File: src/sv/chov_pkg.sv
// ----------------------------------------------------------------------------
// chov_pkg
// Shared types and constants for the CoAP header and option validator.
// ----------------------------------------------------------------------------
package chov_pkg;

  // configuration port
  localparam int CFG_IDX_W  = 1;
  localparam int CFG_DATA_W = 16;

  localparam logic [CFG_IDX_W-1:0] CFG_MAX_OPTION_LEN  = 1'd0;
  localparam logic [CFG_IDX_W-1:0] CFG_MAX_PAYLOAD_LEN = 1'd1;

  localparam logic [15:0] LIMIT_RESET = 16'd1024;

  // result status codes
  typedef enum logic [1:0] {
    ST_OK          = 2'd0,
    ST_FORMAT_ERR  = 2'd1,
    ST_BAD_VERSION = 2'd2,
    ST_PAYLOAD_BIG = 2'd3
  } status_t;

  // parse phases
  typedef enum logic [2:0] {
    PH_HDR   = 3'd0,
    PH_TOKEN = 3'd1,
    PH_OPT   = 3'd2,
    PH_DEXT  = 3'd3,
    PH_LEXT  = 3'd4,
    PH_VAL   = 3'd5,
    PH_PAY   = 3'd6
  } phase_t;

  // reserved code classes
  localparam logic [2:0] CLS_RSV1 = 3'd1;
  localparam logic [2:0] CLS_RSV6 = 3'd6;
  localparam logic [2:0] CLS_RSV7 = 3'd7;

  // protocol constants
  localparam logic [1:0]  COAP_VERSION   = 2'b01;
  localparam logic [7:0]  PAYLOAD_MARKER = 8'hFF;
  localparam logic [3:0]  MAX_TKL        = 4'd8;
  localparam logic [3:0]  NIB_EXT8       = 4'd13;
  localparam logic [3:0]  NIB_EXT16      = 4'd14;
  localparam logic [3:0]  NIB_RESERVED   = 4'hF;
  localparam logic [16:0] EXT8_BASE      = 17'd13;
  localparam logic [16:0] EXT16_BASE     = 17'd269;
  localparam logic [15:0] POS_LIMIT      = 16'hFFFF;
  localparam logic [15:0] HDR_BYTES      = 16'd4;

endpackage

File: src/sv/chov_if.sv
// ----------------------------------------------------------------------------
// chov_in_if / chov_out_if
// Valid/ready channels for datagram bytes and validation results.
// ----------------------------------------------------------------------------
interface chov_in_if;
  logic       valid;
  logic       ready;
  logic [7:0] data_byte;
  logic       last_byte;

  modport source (output valid, output data_byte, output last_byte, input ready);
  modport sink   (input valid, input data_byte, input last_byte, output ready);
endinterface

interface chov_out_if;
  logic        valid;
  logic        ready;
  logic [1:0]  status;
  logic [1:0]  mtype;
  logic [3:0]  token_length;
  logic [7:0]  code;
  logic [15:0] message_id;
  logic [7:0]  option_count;
  logic [15:0] payload_offset;
  logic [15:0] payload_length;

  modport source (output valid, output status, output mtype, output token_length,
                  output code, output message_id, output option_count,
                  output payload_offset, output payload_length, input ready);
  modport sink   (input valid, input status, input mtype, input token_length,
                  input code, input message_id, input option_count,
                  input payload_offset, input payload_length, output ready);
endinterface

File: src/sv/coap_header_option_validator_top.sv
// The result is registered into the output register at the end of the last byte's transfer.
// Throughput: one datagram byte per cycle, set by the combinational per-byte parse step;
// a result that the sink has not yet taken holds off the next byte.
// Reset (synchronous, active low) returns the parser to header byte zero, clears the
// option count and error, and restores both length limits to 1024.
// ----------------------------------------------------------------------------
// coap_header_option_validator_top
// Byte-serial CoAP header check, token skip, option walk and payload sizing.
// ----------------------------------------------------------------------------
module coap_header_option_validator_top (
  input  logic                           clk,
  input  logic                           rst_n,
  chov_in_if.sink                        in_s,
  chov_out_if.source                     out_s,
  input  logic                           cfg_we,
  input  logic [chov_pkg::CFG_IDX_W-1:0] cfg_idx,
  input  logic [chov_pkg::CFG_DATA_W-1:0] cfg_wdata
);
  import chov_pkg::*;

  // configuration registers
  logic [15:0] max_opt_r, max_pay_r;

  // parse state
  logic [15:0] pos_r, pos_nxt;
  phase_t      phase_r, phase_nxt;
  status_t     err_r, err_nxt;
  logic [1:0]  mtype_r, mtype_nxt;
  logic [3:0]  tkl_r, tkl_nxt;
  logic [7:0]  code_r, code_nxt;
  logic [15:0] mid_r, mid_nxt;
  logic [15:0] acc_r, acc_nxt;
  logic [3:0]  pend_r, pend_nxt;
  logic [15:0] left_r, left_nxt;
  logic [7:0]  optcnt_r, optcnt_nxt;
  logic [15:0] pstart_r, pstart_nxt;

  // result register
  logic        ovalid_r;
  status_t     ostatus_r, ostatus_nxt;
  logic [1:0]  omtype_r;
  logic [3:0]  otkl_r;
  logic [7:0]  ocode_r;
  logic [15:0] omid_r;
  logic [7:0]  ocnt_r;
  logic [15:0] opoff_r, opoff_nxt;
  logic [15:0] oplen_r, oplen_nxt;

  logic        xfer;
  logic [7:0]  b;
  logic        last;
  logic [15:0] total;
  logic [15:0] plen;
  logic [15:0] left_dec;
  logic        do_begin;
  logic [3:0]  begin_nib;
  logic        do_fin;
  logic [16:0] fin_len;
  logic [2:0]  cls;

  // handshake: the output register frees up as soon as the sink takes it
  assign in_s.ready = !ovalid_r || out_s.ready;
  assign xfer       = in_s.valid && in_s.ready;
  assign b          = in_s.data_byte;
  assign last       = in_s.last_byte;
  assign left_dec   = left_r - 16'd1;
  assign cls        = code_r[7:5];

  // per-byte parse step
  always_comb begin
    pos_nxt     = pos_r;
    phase_nxt   = phase_r;
    err_nxt     = err_r;
    mtype_nxt   = mtype_r;
    tkl_nxt     = tkl_r;
    code_nxt    = code_r;
    mid_nxt     = mid_r;
    acc_nxt     = acc_r;
    pend_nxt    = pend_r;
    left_nxt    = left_r;
    optcnt_nxt  = optcnt_r;
    pstart_nxt  = pstart_r;
    total       = pos_r;
    do_begin    = 1'b0;
    begin_nib   = pend_r;
    do_fin      = 1'b0;
    fin_len     = 17'd0;
    ostatus_nxt = ST_OK;
    opoff_nxt   = 16'd0;
    oplen_nxt   = 16'd0;
    plen        = 16'd0;

    if (xfer) begin
      if (pos_r == POS_LIMIT) begin
        // overlong datagram
        if (err_r == ST_OK) err_nxt = ST_FORMAT_ERR;
        total = POS_LIMIT;
      end else begin
        // latch header bytes even after an error
        case (pos_r)
          16'd0: begin
            mtype_nxt = b[5:4];
            tkl_nxt   = b[3:0];
            code_nxt  = 8'd0;
            mid_nxt   = 16'd0;
          end
          16'd1: code_nxt = b;
          16'd2: mid_nxt = {b, 8'd0};
          16'd3: mid_nxt = {mid_r[15:8], b};
          default: ;
        endcase
        pos_nxt = pos_r + 16'd1;
        total   = pos_r + 16'd1;

        if (err_r == ST_OK) begin
          case (phase_r)
            PH_HDR: begin
              if (pos_r == 16'd0) begin
                if (b[7:6] != COAP_VERSION) err_nxt = ST_BAD_VERSION;
                else if (b[3:0] > MAX_TKL) err_nxt = ST_FORMAT_ERR;
              end else if (pos_r == 16'd3) begin
                if (code_r == 8'd0 && (tkl_r != 4'd0 || !last)) err_nxt = ST_FORMAT_ERR;
                else if (cls inside {CLS_RSV1, CLS_RSV6, CLS_RSV7}) err_nxt = ST_FORMAT_ERR;
                else if (tkl_r != 4'd0) begin
                  left_nxt  = {12'd0, tkl_r};
                  phase_nxt = PH_TOKEN;
                end else begin
                  phase_nxt = PH_OPT;
                end
              end
            end
            PH_TOKEN, PH_VAL: begin
              left_nxt = left_dec;
              if (left_dec == 16'd0) phase_nxt = PH_OPT;
            end
            PH_OPT: begin
              if (b == PAYLOAD_MARKER) begin
                pstart_nxt = pos_r + 16'd1;
                phase_nxt  = PH_PAY;
              end else if (b[7:4] == NIB_RESERVED || b[3:0] == NIB_RESERVED) begin
                err_nxt = ST_FORMAT_ERR;
              end else begin
                pend_nxt = b[3:0];
                if (b[7:4] == NIB_EXT8 || b[7:4] == NIB_EXT16) begin
                  left_nxt  = (b[7:4] == NIB_EXT8) ? 16'd1 : 16'd2;
                  phase_nxt = PH_DEXT;
                end else begin
                  do_begin  = 1'b1;
                  begin_nib = b[3:0];
                end
              end
            end
            PH_DEXT: begin
              left_nxt = left_dec;
              if (left_dec == 16'd0) do_begin = 1'b1;
            end
            PH_LEXT: begin
              acc_nxt  = {acc_r[7:0], b};
              left_nxt = left_dec;
              if (left_dec == 16'd0) begin
                do_fin  = 1'b1;
                fin_len = {1'b0, acc_r[7:0], b}
                          + ((pend_r == NIB_EXT8) ? EXT8_BASE : EXT16_BASE);
              end
            end
            default: ;
          endcase

          // start of the option length
          if (do_begin) begin
            if (begin_nib == NIB_EXT8 || begin_nib == NIB_EXT16) begin
              left_nxt  = (begin_nib == NIB_EXT8) ? 16'd1 : 16'd2;
              acc_nxt   = 16'd0;
              phase_nxt = PH_LEXT;
            end else begin
              do_fin  = 1'b1;
              fin_len = {13'd0, begin_nib};
            end
          end

          // option length known: check limit and count
          if (do_fin) begin
            if (fin_len > {1'b0, max_opt_r}) begin
              err_nxt = ST_FORMAT_ERR;
            end else begin
              if (optcnt_r != 8'hFF) optcnt_nxt = optcnt_r + 8'd1;
              if (fin_len == 17'd0) begin
                phase_nxt = PH_OPT;
              end else begin
                left_nxt  = fin_len[15:0];
                phase_nxt = PH_VAL;
              end
            end
          end
        end
      end

      // final byte: form the result and rearm for the next datagram
      if (last) begin
        plen = total - pstart_nxt;
        if (total < HDR_BYTES) begin
          ostatus_nxt = ST_FORMAT_ERR;
        end else if (err_nxt != ST_OK) begin
          ostatus_nxt = err_nxt;
        end else if (phase_nxt == PH_OPT) begin
          ostatus_nxt = ST_OK;
        end else if (phase_nxt == PH_PAY) begin
          if (plen == 16'd0) begin
            ostatus_nxt = ST_FORMAT_ERR;
          end else begin
            ostatus_nxt = (plen > max_pay_r) ? ST_PAYLOAD_BIG : ST_OK;
            opoff_nxt   = pstart_nxt;
            oplen_nxt   = plen;
          end
        end else begin
          ostatus_nxt = ST_FORMAT_ERR;
        end
      end
    end
  end

  // configuration writes
  always_ff @(posedge clk) begin
    if (!rst_n) begin
      max_opt_r <= LIMIT_RESET;
      max_pay_r <= LIMIT_RESET;
    end else if (cfg_we) begin
      case (cfg_idx)
        CFG_MAX_OPTION_LEN:  max_opt_r <= cfg_wdata;
        CFG_MAX_PAYLOAD_LEN: max_pay_r <= cfg_wdata;
        default: ;
      endcase
    end
  end

  // parse state registers
  always_ff @(posedge clk) begin
    if (!rst_n || (xfer && last)) begin
      pos_r    <= 16'd0;
      phase_r  <= PH_HDR;
      err_r    <= ST_OK;
      mtype_r  <= 2'd0;
      tkl_r    <= 4'd0;
      code_r   <= 8'd0;
      mid_r    <= 16'd0;
      acc_r    <= 16'd0;
      pend_r   <= 4'd0;
      left_r   <= 16'd0;
      optcnt_r <= 8'd0;
      pstart_r <= 16'd0;
    end else begin
      pos_r    <= pos_nxt;
      phase_r  <= phase_nxt;
      err_r    <= err_nxt;
      mtype_r  <= mtype_nxt;
      tkl_r    <= tkl_nxt;
      code_r   <= code_nxt;
      mid_r    <= mid_nxt;
      acc_r    <= acc_nxt;
      pend_r   <= pend_nxt;
      left_r   <= left_nxt;
      optcnt_r <= optcnt_nxt;
      pstart_r <= pstart_nxt;
    end
  end

  // result valid
  always_ff @(posedge clk) begin
    if (!rst_n) begin
      ovalid_r <= 1'b0;
    end else if (xfer && last) begin
      ovalid_r <= 1'b1;
    end else if (out_s.ready) begin
      ovalid_r <= 1'b0;
    end
  end

  // result payload
  always_ff @(posedge clk) begin
    if (xfer && last) begin
      ostatus_r <= ostatus_nxt;
      omtype_r  <= mtype_nxt;
      otkl_r    <= tkl_nxt;
      ocode_r   <= code_nxt;
      omid_r    <= mid_nxt;
      ocnt_r    <= optcnt_nxt;
      opoff_r   <= opoff_nxt;
      oplen_r   <= oplen_nxt;
    end
  end

  assign out_s.valid          = ovalid_r;
  assign out_s.status         = ostatus_r;
  assign out_s.mtype          = omtype_r;
  assign out_s.token_length   = otkl_r;
  assign out_s.code           = ocode_r;
  assign out_s.message_id     = omid_r;
  assign out_s.option_count   = ocnt_r;
  assign out_s.payload_offset = opoff_r;
  assign out_s.payload_length = oplen_r;

endmodule
File: src/flat_wrapper.sv
// flat-port wrapper written by rule: the top's interface ports become plain ports
module coap_header_option_validator_top_flat import chov_pkg::*;
  (clk, rst_n, cfg_we, cfg_idx, cfg_wdata, in_s_valid, in_s_data_byte, in_s_last_byte, in_s_ready, out_s_valid, out_s_status, out_s_mtype, out_s_token_length, out_s_code, out_s_message_id, out_s_option_count, out_s_payload_offset, out_s_payload_length, out_s_ready);
  chov_in_if in_s_i ();
  chov_out_if out_s_i ();
  input  logic clk;
  input  logic rst_n;
  input  logic cfg_we;
  input  logic [chov_pkg::CFG_IDX_W-1:0] cfg_idx;
  input  logic [chov_pkg::CFG_DATA_W-1:0] cfg_wdata;
  input wire logic [$bits(in_s_i.valid)-1:0] in_s_valid;
  input wire logic [$bits(in_s_i.data_byte)-1:0] in_s_data_byte;
  input wire logic [$bits(in_s_i.last_byte)-1:0] in_s_last_byte;
  output wire logic [$bits(in_s_i.ready)-1:0] in_s_ready;
  output wire logic [$bits(out_s_i.valid)-1:0] out_s_valid;
  output wire logic [$bits(out_s_i.status)-1:0] out_s_status;
  output wire logic [$bits(out_s_i.mtype)-1:0] out_s_mtype;
  output wire logic [$bits(out_s_i.token_length)-1:0] out_s_token_length;
  output wire logic [$bits(out_s_i.code)-1:0] out_s_code;
  output wire logic [$bits(out_s_i.message_id)-1:0] out_s_message_id;
  output wire logic [$bits(out_s_i.option_count)-1:0] out_s_option_count;
  output wire logic [$bits(out_s_i.payload_offset)-1:0] out_s_payload_offset;
  output wire logic [$bits(out_s_i.payload_length)-1:0] out_s_payload_length;
  input wire logic [$bits(out_s_i.ready)-1:0] out_s_ready;
  assign in_s_i.valid = in_s_valid;
  assign in_s_i.data_byte = in_s_data_byte;
  assign in_s_i.last_byte = in_s_last_byte;
  assign in_s_ready = in_s_i.ready;
  assign out_s_valid = out_s_i.valid;
  assign out_s_status = out_s_i.status;
  assign out_s_mtype = out_s_i.mtype;
  assign out_s_token_length = out_s_i.token_length;
  assign out_s_code = out_s_i.code;
  assign out_s_message_id = out_s_i.message_id;
  assign out_s_option_count = out_s_i.option_count;
  assign out_s_payload_offset = out_s_i.payload_offset;
  assign out_s_payload_length = out_s_i.payload_length;
  assign out_s_i.ready = out_s_ready;
  coap_header_option_validator_top u_core (.clk(clk), .rst_n(rst_n), .in_s(in_s_i), .out_s(out_s_i), .cfg_we(cfg_we), .cfg_idx(cfg_idx), .cfg_wdata(cfg_wdata));
endmodule
File: config.mk
export PLATFORM = sky130hd
export DESIGN_NAME = coap_header_option_validator_top_flat
export DESIGN_NICKNAME = d
export VERILOG_FILES = /design/src/sv/chov_pkg.sv /design/src/sv/chov_if.sv /design/src/sv/coap_header_option_validator_top.sv /design/src/flat_wrapper.sv
export SDC_FILE = /design/constraint.sdc
export NUM_CORES = 1
export LEC_CHECK = 0
export BUFFER_PORTS_ARGS = -buffer_cell sky130_fd_sc_hd__buf_2
export CORE_UTILIZATION = 30
export DETAILED_ROUTE_END_ITERATION = 10
export PLACE_DENSITY = 0.46
export SYNTH_ARGS = -nofsm -noshare
export SYNTH_HDL_FRONTEND = slang
export SYNTH_SLANG_ARGS = --single-unit
export TNS_END_PERCENT = 20
File: constraint.sdc
create_clock -name clk -period 7.85 [get_ports clk]
set_input_delay 1.1775 -clock clk [delete_from_list [all_inputs] [get_ports clk]]
set_output_delay 1.1775 -clock clk [all_outputs]
set_load 0.05 [all_outputs]
==> results of run 1 <==
## how the worst max path moves through the flow
stage,to,slack (ns),cells past startpoint
4_1_cts,u_core.out_s.payload_length[3],1.22,21
6_report,u_core.out_s.payload_length[3],1.22,20
3_5_place_dp,u_core.out_s.payload_length[6],0.74,20
3_3_place_gp,u_core.out_s.payload_length[4],0.70,19
5_1_grt,u_core.out_s.payload_length[2],0.68,21
2_1_floorplan,u_core.out_s.payload_length[0],1.55,25
## final cells by class
class	count	share of cell area (%)
sequential	208	35.0
tap	525	4.71
inverter	64	1.72
timing repair buffer	122	4.70
clock inverter	12	0.690
clock buffer	36	5.23
multi-input combinational	1041	48.0
## cell usage in the layout (no fill, tap or decap), types with 41 or more instances in the layout
cell,Yosys,routed
nand2_1,151,150
nor2_1,145,145
dfxtp_1,136,136
buf_2,3,104
a21oi_1,103,103
edfxtp_1,72,72
inv_1,64,63
ha_1,57,57
and2_1,47,46
nand3_1,41,41
## power groups by stage
stage / Combinational [mW] / Clock, mW / Sequential [mW]
after floorplan: 0.323 / 0 / 1.24
after global routing: 0.556 / 1.25 / 1.19
after global placement: 0.502 / 0 / 1.21
final: 0.502 / 1.17 / 1.18
after detailed placement: 0.501 / 0 / 1.21
after CTS: 0.504 / 1.20 / 1.18
## logic make-up after synthesis
group | Yosys count | share of synthesized area, %
and+or+nand+nor | 565 | 23.9
DFF | 208 | 40.1
buffers and inverters | 153 | 5.05
adders and majority gates | 58 | 6.02
xor gates and xnor gates | 61 | 4.38
AOI/OAI and AO/OA | 327 | 18.0
muxes | 30 | 2.57
## per-stage QoR
step	std cells	hold slack, ns
2_1_floorplan	1402	0.443
3_3_place_gp	1960	0.455
3_5_place_dp	1960	0.460
4_1_cts	2008	0.468
5_1_grt	2008	0.485
6_report	2008	0.461
## tightest hold or removal path, cell delays in order, from the launching register on
cell	delay, ns
dfxtp_1	0.31
nand2_1	0.04
a21boi_0	0.06
## registers in the layout (all words and copies together) (netlist names), 3 cells and up
name,cells
u_core.phase_r,3
u_core.left_r,16
u_core.optcnt_r,8
u_core.out_s.payload_length,16
u_core.max_pay_r,16
u_core.code_r,8
u_core.acc_r,8
u_core.mid_r,16
u_core.pend_r,4
u_core.out_s.code,8
u_core.max_opt_r,16
u_core.tkl_r,4
u_core.out_s.payload_offset,16
u_core.out_s.message_id,16
u_core.pstart_r,16
u_core.out_s.token_length,4
u_core.out_s.option_count,8
u_core.pos_r,16
## metal layers
layer  up-vias  global-route usage (%)  wire length [um]
met3        51                    2.89              1710
li1       5126                       -                 -
met4         0                    4.32               809
met1      4977                    25.7             18200
met5         -                       0                 0
met2       252                    28.5             16400
==> flow_summary.yaml, run 1 <==
sta:
  report.final.slew_viol_count: 0
  fin_skew_ns: 0.0152
  min_period_ns: 6.63
  worstMarginPinSlew_ns: 1.20
  relSlewSlack_pct: 19.9
  fin_crit_sh_pct: 84.4
  setup_tns_ns: 0
  setup_viol: 0
  worst_slack_ns: 1.22
  grt_setup_unrepaired: "false"
  timing_hold_violations_final: 0
  fmax_ghz: 0.151
yosys:
  yosysSeqAreaShare_pct: 40.1
  ys_top_cells_by_count: "nand2_1, nor2_1, dfxtp_1"
  synth_top_area_share_pct: 22.3
  synth_top_cell_by_area: "dfxtp_1"
  synth_edf_count: 72
  synth_cell_types: 77
  synthArstFlopShare_pct: 0
  synth_warnings: 0
  synthFlopType: "dfxtp_1"
  syn_area_um2: 12200
  synth_most_common_cell: "nand2_1"
  syn_inst: 1402
  synth_seq_cells: 208
  netlist_top_cells_area: "dfxtp_1, edfxtp_1, ha_1"
  syn_nets: 1491
  syn_avg_cell_area_um2: 8.69
hold_path:
  holdPathStages: 2
  min_from: "u_core.max_opt_r[11]"
  min_to: "u_core.max_opt_r[11]"
  min_path_type: "flip-flop to flip-flop"
power:
  power_density_nw_per_um2: 204
  power_frac_seq_pct: 41.5
  p_comb_share_pct: 17.6
  switchingPower_mw: 0.856
  swShare_pct: 30.0
  power_frac_clock_pct: 40.9
  internal_power_mw: 2.00
  peakVddDrop_v: 0.000160
  finalPower_mw: 2.85
  cellLeakagePower_nw: 5.35
critical_path:
  cp-start-kind: "flip-flop"
  cp_slowest_stage_delay_ns: 0.94
  cp_top_family: "compound AO/OA/AOI/OAI gates"
  crit_path_start: "u_core.left_r[0]"
  r2r_setup_slack_ns: 1.22
  crit_buf_inv: 2
  rr_worst_depth: 20
  end_kind: "flip-flop"
  crit_slowest_cell: "a2111o_1"
  worstPathRequired_ns: 8.13
  worstPathArrival_ns: 6.90
  timing.rr.end: "u_core.out_s.payload_length[3]"
  cp_max_fo: 21
  r2r-start: "u_core.left_r[0]"
  path_cells: "inv_1 -> ha_1 -> nor3b_2 -> o21ai_0 -> a22oi_1 -> nor4bb_1 -> a22oi_1 -> o21ai_0 -> ha_1 -> a21oi_1 -> a21boi_0 -> o31ai_1 -> a31o_2 -> a21oi_1 -> a41oi_1 -> nand2_2 -> a32oi_1 -> a2111o_1 -> buf_4 -> nor3b_2"
  crit_type: "flip-flop to flip-flop"
clock_network:
  clk_latency_ns: 0.54
  max-clock-path-buffers: 3
  cts_buffers: 26
  htree_levels: 1
  cts_setup_buffers: 0
  cts_sinks: 208
  ctsHoldBuffers: 0
  root_buffer: "clkbuf_16"
  ctsResizeCount: 0
  clkTransAtPathRegs_ns: 0.06
  cts_tree: "built"
floorplan:
  start_util_pct: 30.5
  die_y_um: 204
  die_w_um: 204
  pin_count: 105
  fp.coreArea_um2: 39900
  num_rows: 73
  die-area_um2: 41400
layout:
  final_area_um2: 14000
  utilization_pct: 35.0
  seq_area_um2: 4880
  syn_to_final_growth_pct: 14.5
  multiInputGateArea_um2: 6690
  nNetsFinal: 1552
  fillers: 4159
  antenna_cells: 0
  drive_gt1_share_pct: 14.8
placement:
  gp_routability_congestion: 0.882
  dpl_cell_area_um2: 13100
  dp_hpwl_um: 26800
  port_buffers: 104
  dp_slack_ns: 0.737
grt:
  track_usage_pct: 18.1
  first_global_vias: 10100
  antenna_found_initial: 0
  grt_pass1_wl_um: 59300
  overflow: 0
  grt_max_degree: 56
drt:
  wl_per_cell_um: 18.5
  ant_nets: 0
  vias: 10400
  drtIter0Drc: 714
  avgViaCountPerCell: 5.18
  routed_wl_um: 37200
  route.detailed.drc: 0
  drt_pass1_iterations: 5
flow_run:
  max_cap_viol_count: 0
outcome:
  status: "complete, no violations"
(Power assumes the default switching activity.)
==> run 2: changes to the inputs <==
Settings changed: PLACE_DENSITY 0.46 to 0.47.
Clock period 7.85 ns to 5.9 ns, I/O delays scaled along.
==> run 2 against run 1 <==
Hold slack improved by 0.0039 ns. Final area increased by 5.3%. Largest power group is now clock. Clock skew decreased by 0.0015 ns. Total power increased by 39%. Sequential share of layout area decreased by 1.7 points.
==> flow_summary.yaml, run 2 (synthesis results as in run 1) <==
hold_path:
  min_path_type: "flip-flop to flip-flop"
  min_to: "u_core.max_opt_r[13]"
  min_from: "u_core.max_opt_r[13]"
  holdPathStages: 2
sta:
  timing_hold_violations_final: 0
  min_period_ns: 5.46
  fin_crit_sh_pct: 92.6
  report.final.slew_viol_count: 0
  fin_skew_ns: 0.0137
  relSlewSlack_pct: 19.1
  setup_viol: 0
  fmax_ghz: 0.183
  worstMarginPinSlew_ns: 1.21
  setup_tns_ns: 0
  grt_setup_unrepaired: "false"
floorplan:
  die_w_um: 204
  fp.coreArea_um2: 39900
  start_util_pct: 30.5
  num_rows: 73
  die_y_um: 204
  die-area_um2: 41400
  pin_count: 105
critical_path:
  worstPathRequired_ns: 6.31
  rr_worst_depth: 26
  cp-start-kind: "flip-flop"
  crit_type: "flip-flop to flip-flop"
  end_kind: "flip-flop"
  worstPathArrival_ns: 5.87
  cp_max_fo: 8
  r2r-start: "u_core.left_r[0]"
  timing.rr.end: "u_core.out_s.payload_length[4]"
  r2r_setup_slack_ns: 0.44
layout:
  final_cell_mix: "nand2_1, nor2_1, dfxtp_1"
  final_area_um2: 14700
  syn_to_final_growth_pct: 20.5
  seq_area_um2: 4880
  nNetsFinal: 1628
  utilization_pct: 36.8
  drive_gt1_share_pct: 19.6
  fillers: 4100
  layout.cells.most_common: "nand2_1"
  multiInputGateArea_um2: 6730
outcome:
  status: "complete, no violations"
grt:
  first_global_vias: 10300
  grt_max_degree: 49
  grt.met2_usage_pct: 28.7
  overflow: 0
  antenna_found_initial: 0
  track_usage_pct: 18.2
  grt_pass1_wl_um: 59700
  use_met3_pct: 2.33
  grt-busiest-layer: "met2"
  grt_util_met1_pct: 26.4
drt:
  route.detailed.drc: 0
  drtIter0Drc: 674
  vias: 10600
  ant_nets: 0
  drt_pass1_iterations: 5
  wl_per_cell_um: 18.1
  avgViaCountPerCell: 5.09
  routed_wl_um: 37700
clock_network:
  cts_tree: "built"
  clkTransAtPathRegs_ns: 0.07
  cts_buffers: 25
  htree_levels: 1
  root_buffer: "clkbuf_16"
  clk_latency_ns: 0.54
  cts_sinks: 208
  max-clock-path-buffers: 3
  ctsHoldBuffers: 0
placement:
  gp_routability_congestion: 0.922
  port_buffers: 104
  dpl_cell_area_um2: 13800
  dp_hpwl_um: 27900
power:
  power_density_nw_per_um2: 269
  cellLeakagePower_nw: 5.79
  finalPower_mw: 3.96
  peakVddDrop_v: 0.000184
flow_run:
  max_cap_viol_count: 0
==> run 2: changes by cell type in the layout (fill, tap and decap cells not counted), sizes merged <==
cell / delta
buf: +77
bufinv: +3
clkbuf: -7
clkinvlp: -1
diode: +1
inv: +3
==> run 2: worst max-delay path by stage <==
stage | startpoint | end | slack (ns)
finish | u_core.left_r[0] | u_core.out_s.payload_length[4] | 0.44
global route | u_core.pos_r[9] | u_core.out_s.status[0] | 0.02
CTS | u_core.left_r[3] | u_core.out_s.payload_length[4] | 0.30
detailed placement | in_s_data_byte[0] | u_core.out_s.status[0] | 0.07
global placement | in_s_data_byte[0] | u_core.out_s.payload_length[4] | 0.04
floorplan | u_core.pos_r[0] | u_core.out_s.payload_offset[10] | -0.11
==> run 2: final cells by class <==
type                    count  area share, %
multi-input cells        1041           45.8
flip-flops and latches    208           33.3
repair buffers            199           8.82
clock buffers              29           4.57
well taps                 525           4.47
inverters                  64           1.64
clock inverters            17           1.41
diodes                      1         0.0170
==> run 2: worst max-delay path, stage by stage (launching register included) <==
cell	delay, ns
dfxtp_1	0.31
inv_1	0.11
ha_1	0.30
or3b_2	0.49
a21oi_1	0.15
o32ai_1	0.12
buf_4	0.17
nor4bb_1	0.12
buf_4	0.16
a22oi_1	0.21
o21ai_0	0.15
buf_4	0.18
ha_1	0.31
a21oi_1	0.07
a21boi_0	0.20
o31ai_1	0.11
a31o_2	0.24
a21oi_2	0.24
a41oi_1	0.07
buf_4	0.18
nand2_2	0.06
buf_4	0.17
a32oi_1	0.10
a2111o_1	0.43
buf_12	0.18
nor4_1	0.31
buf_4	0.17
==> run 2: layer usage <==
layer,share of wire [%],vias to the layer above
li1,-,5275
met1,50,5036
met2,44,252
met3,4.7,43
met4,1.5,0
met5,0,-
==> run 2: where the power goes <==
part           internal (mW)  switching, mW
Combinational          0.265          0.474
Clock                  0.999          0.656
Sequential              1.53         0.0338
==> run 2: repair_timing <==
| item | CTS | global route |
|---|---|---|
| hold endpoints to repair | 0 | 0 |
| gates resized for setup | 0 | 6 |
| endpoints found under the setup margin | 0 | 17 |
| setup buffers | 0 | 0 |
==> run 2: stage by stage <==
stage / std cells / setup WS, ns / hold WS (ns)
finish: 2084 / 0.436 / 0.465
global route: 2083 / 0.0163 / 0.489
CTS: 2083 / 0.298 / 0.471
detailed placement: 2037 / 0.0738 / 0.463
global placement: 2037 / 0.0425 / 0.455
floorplan: 1402 / -0.110 / 0.443
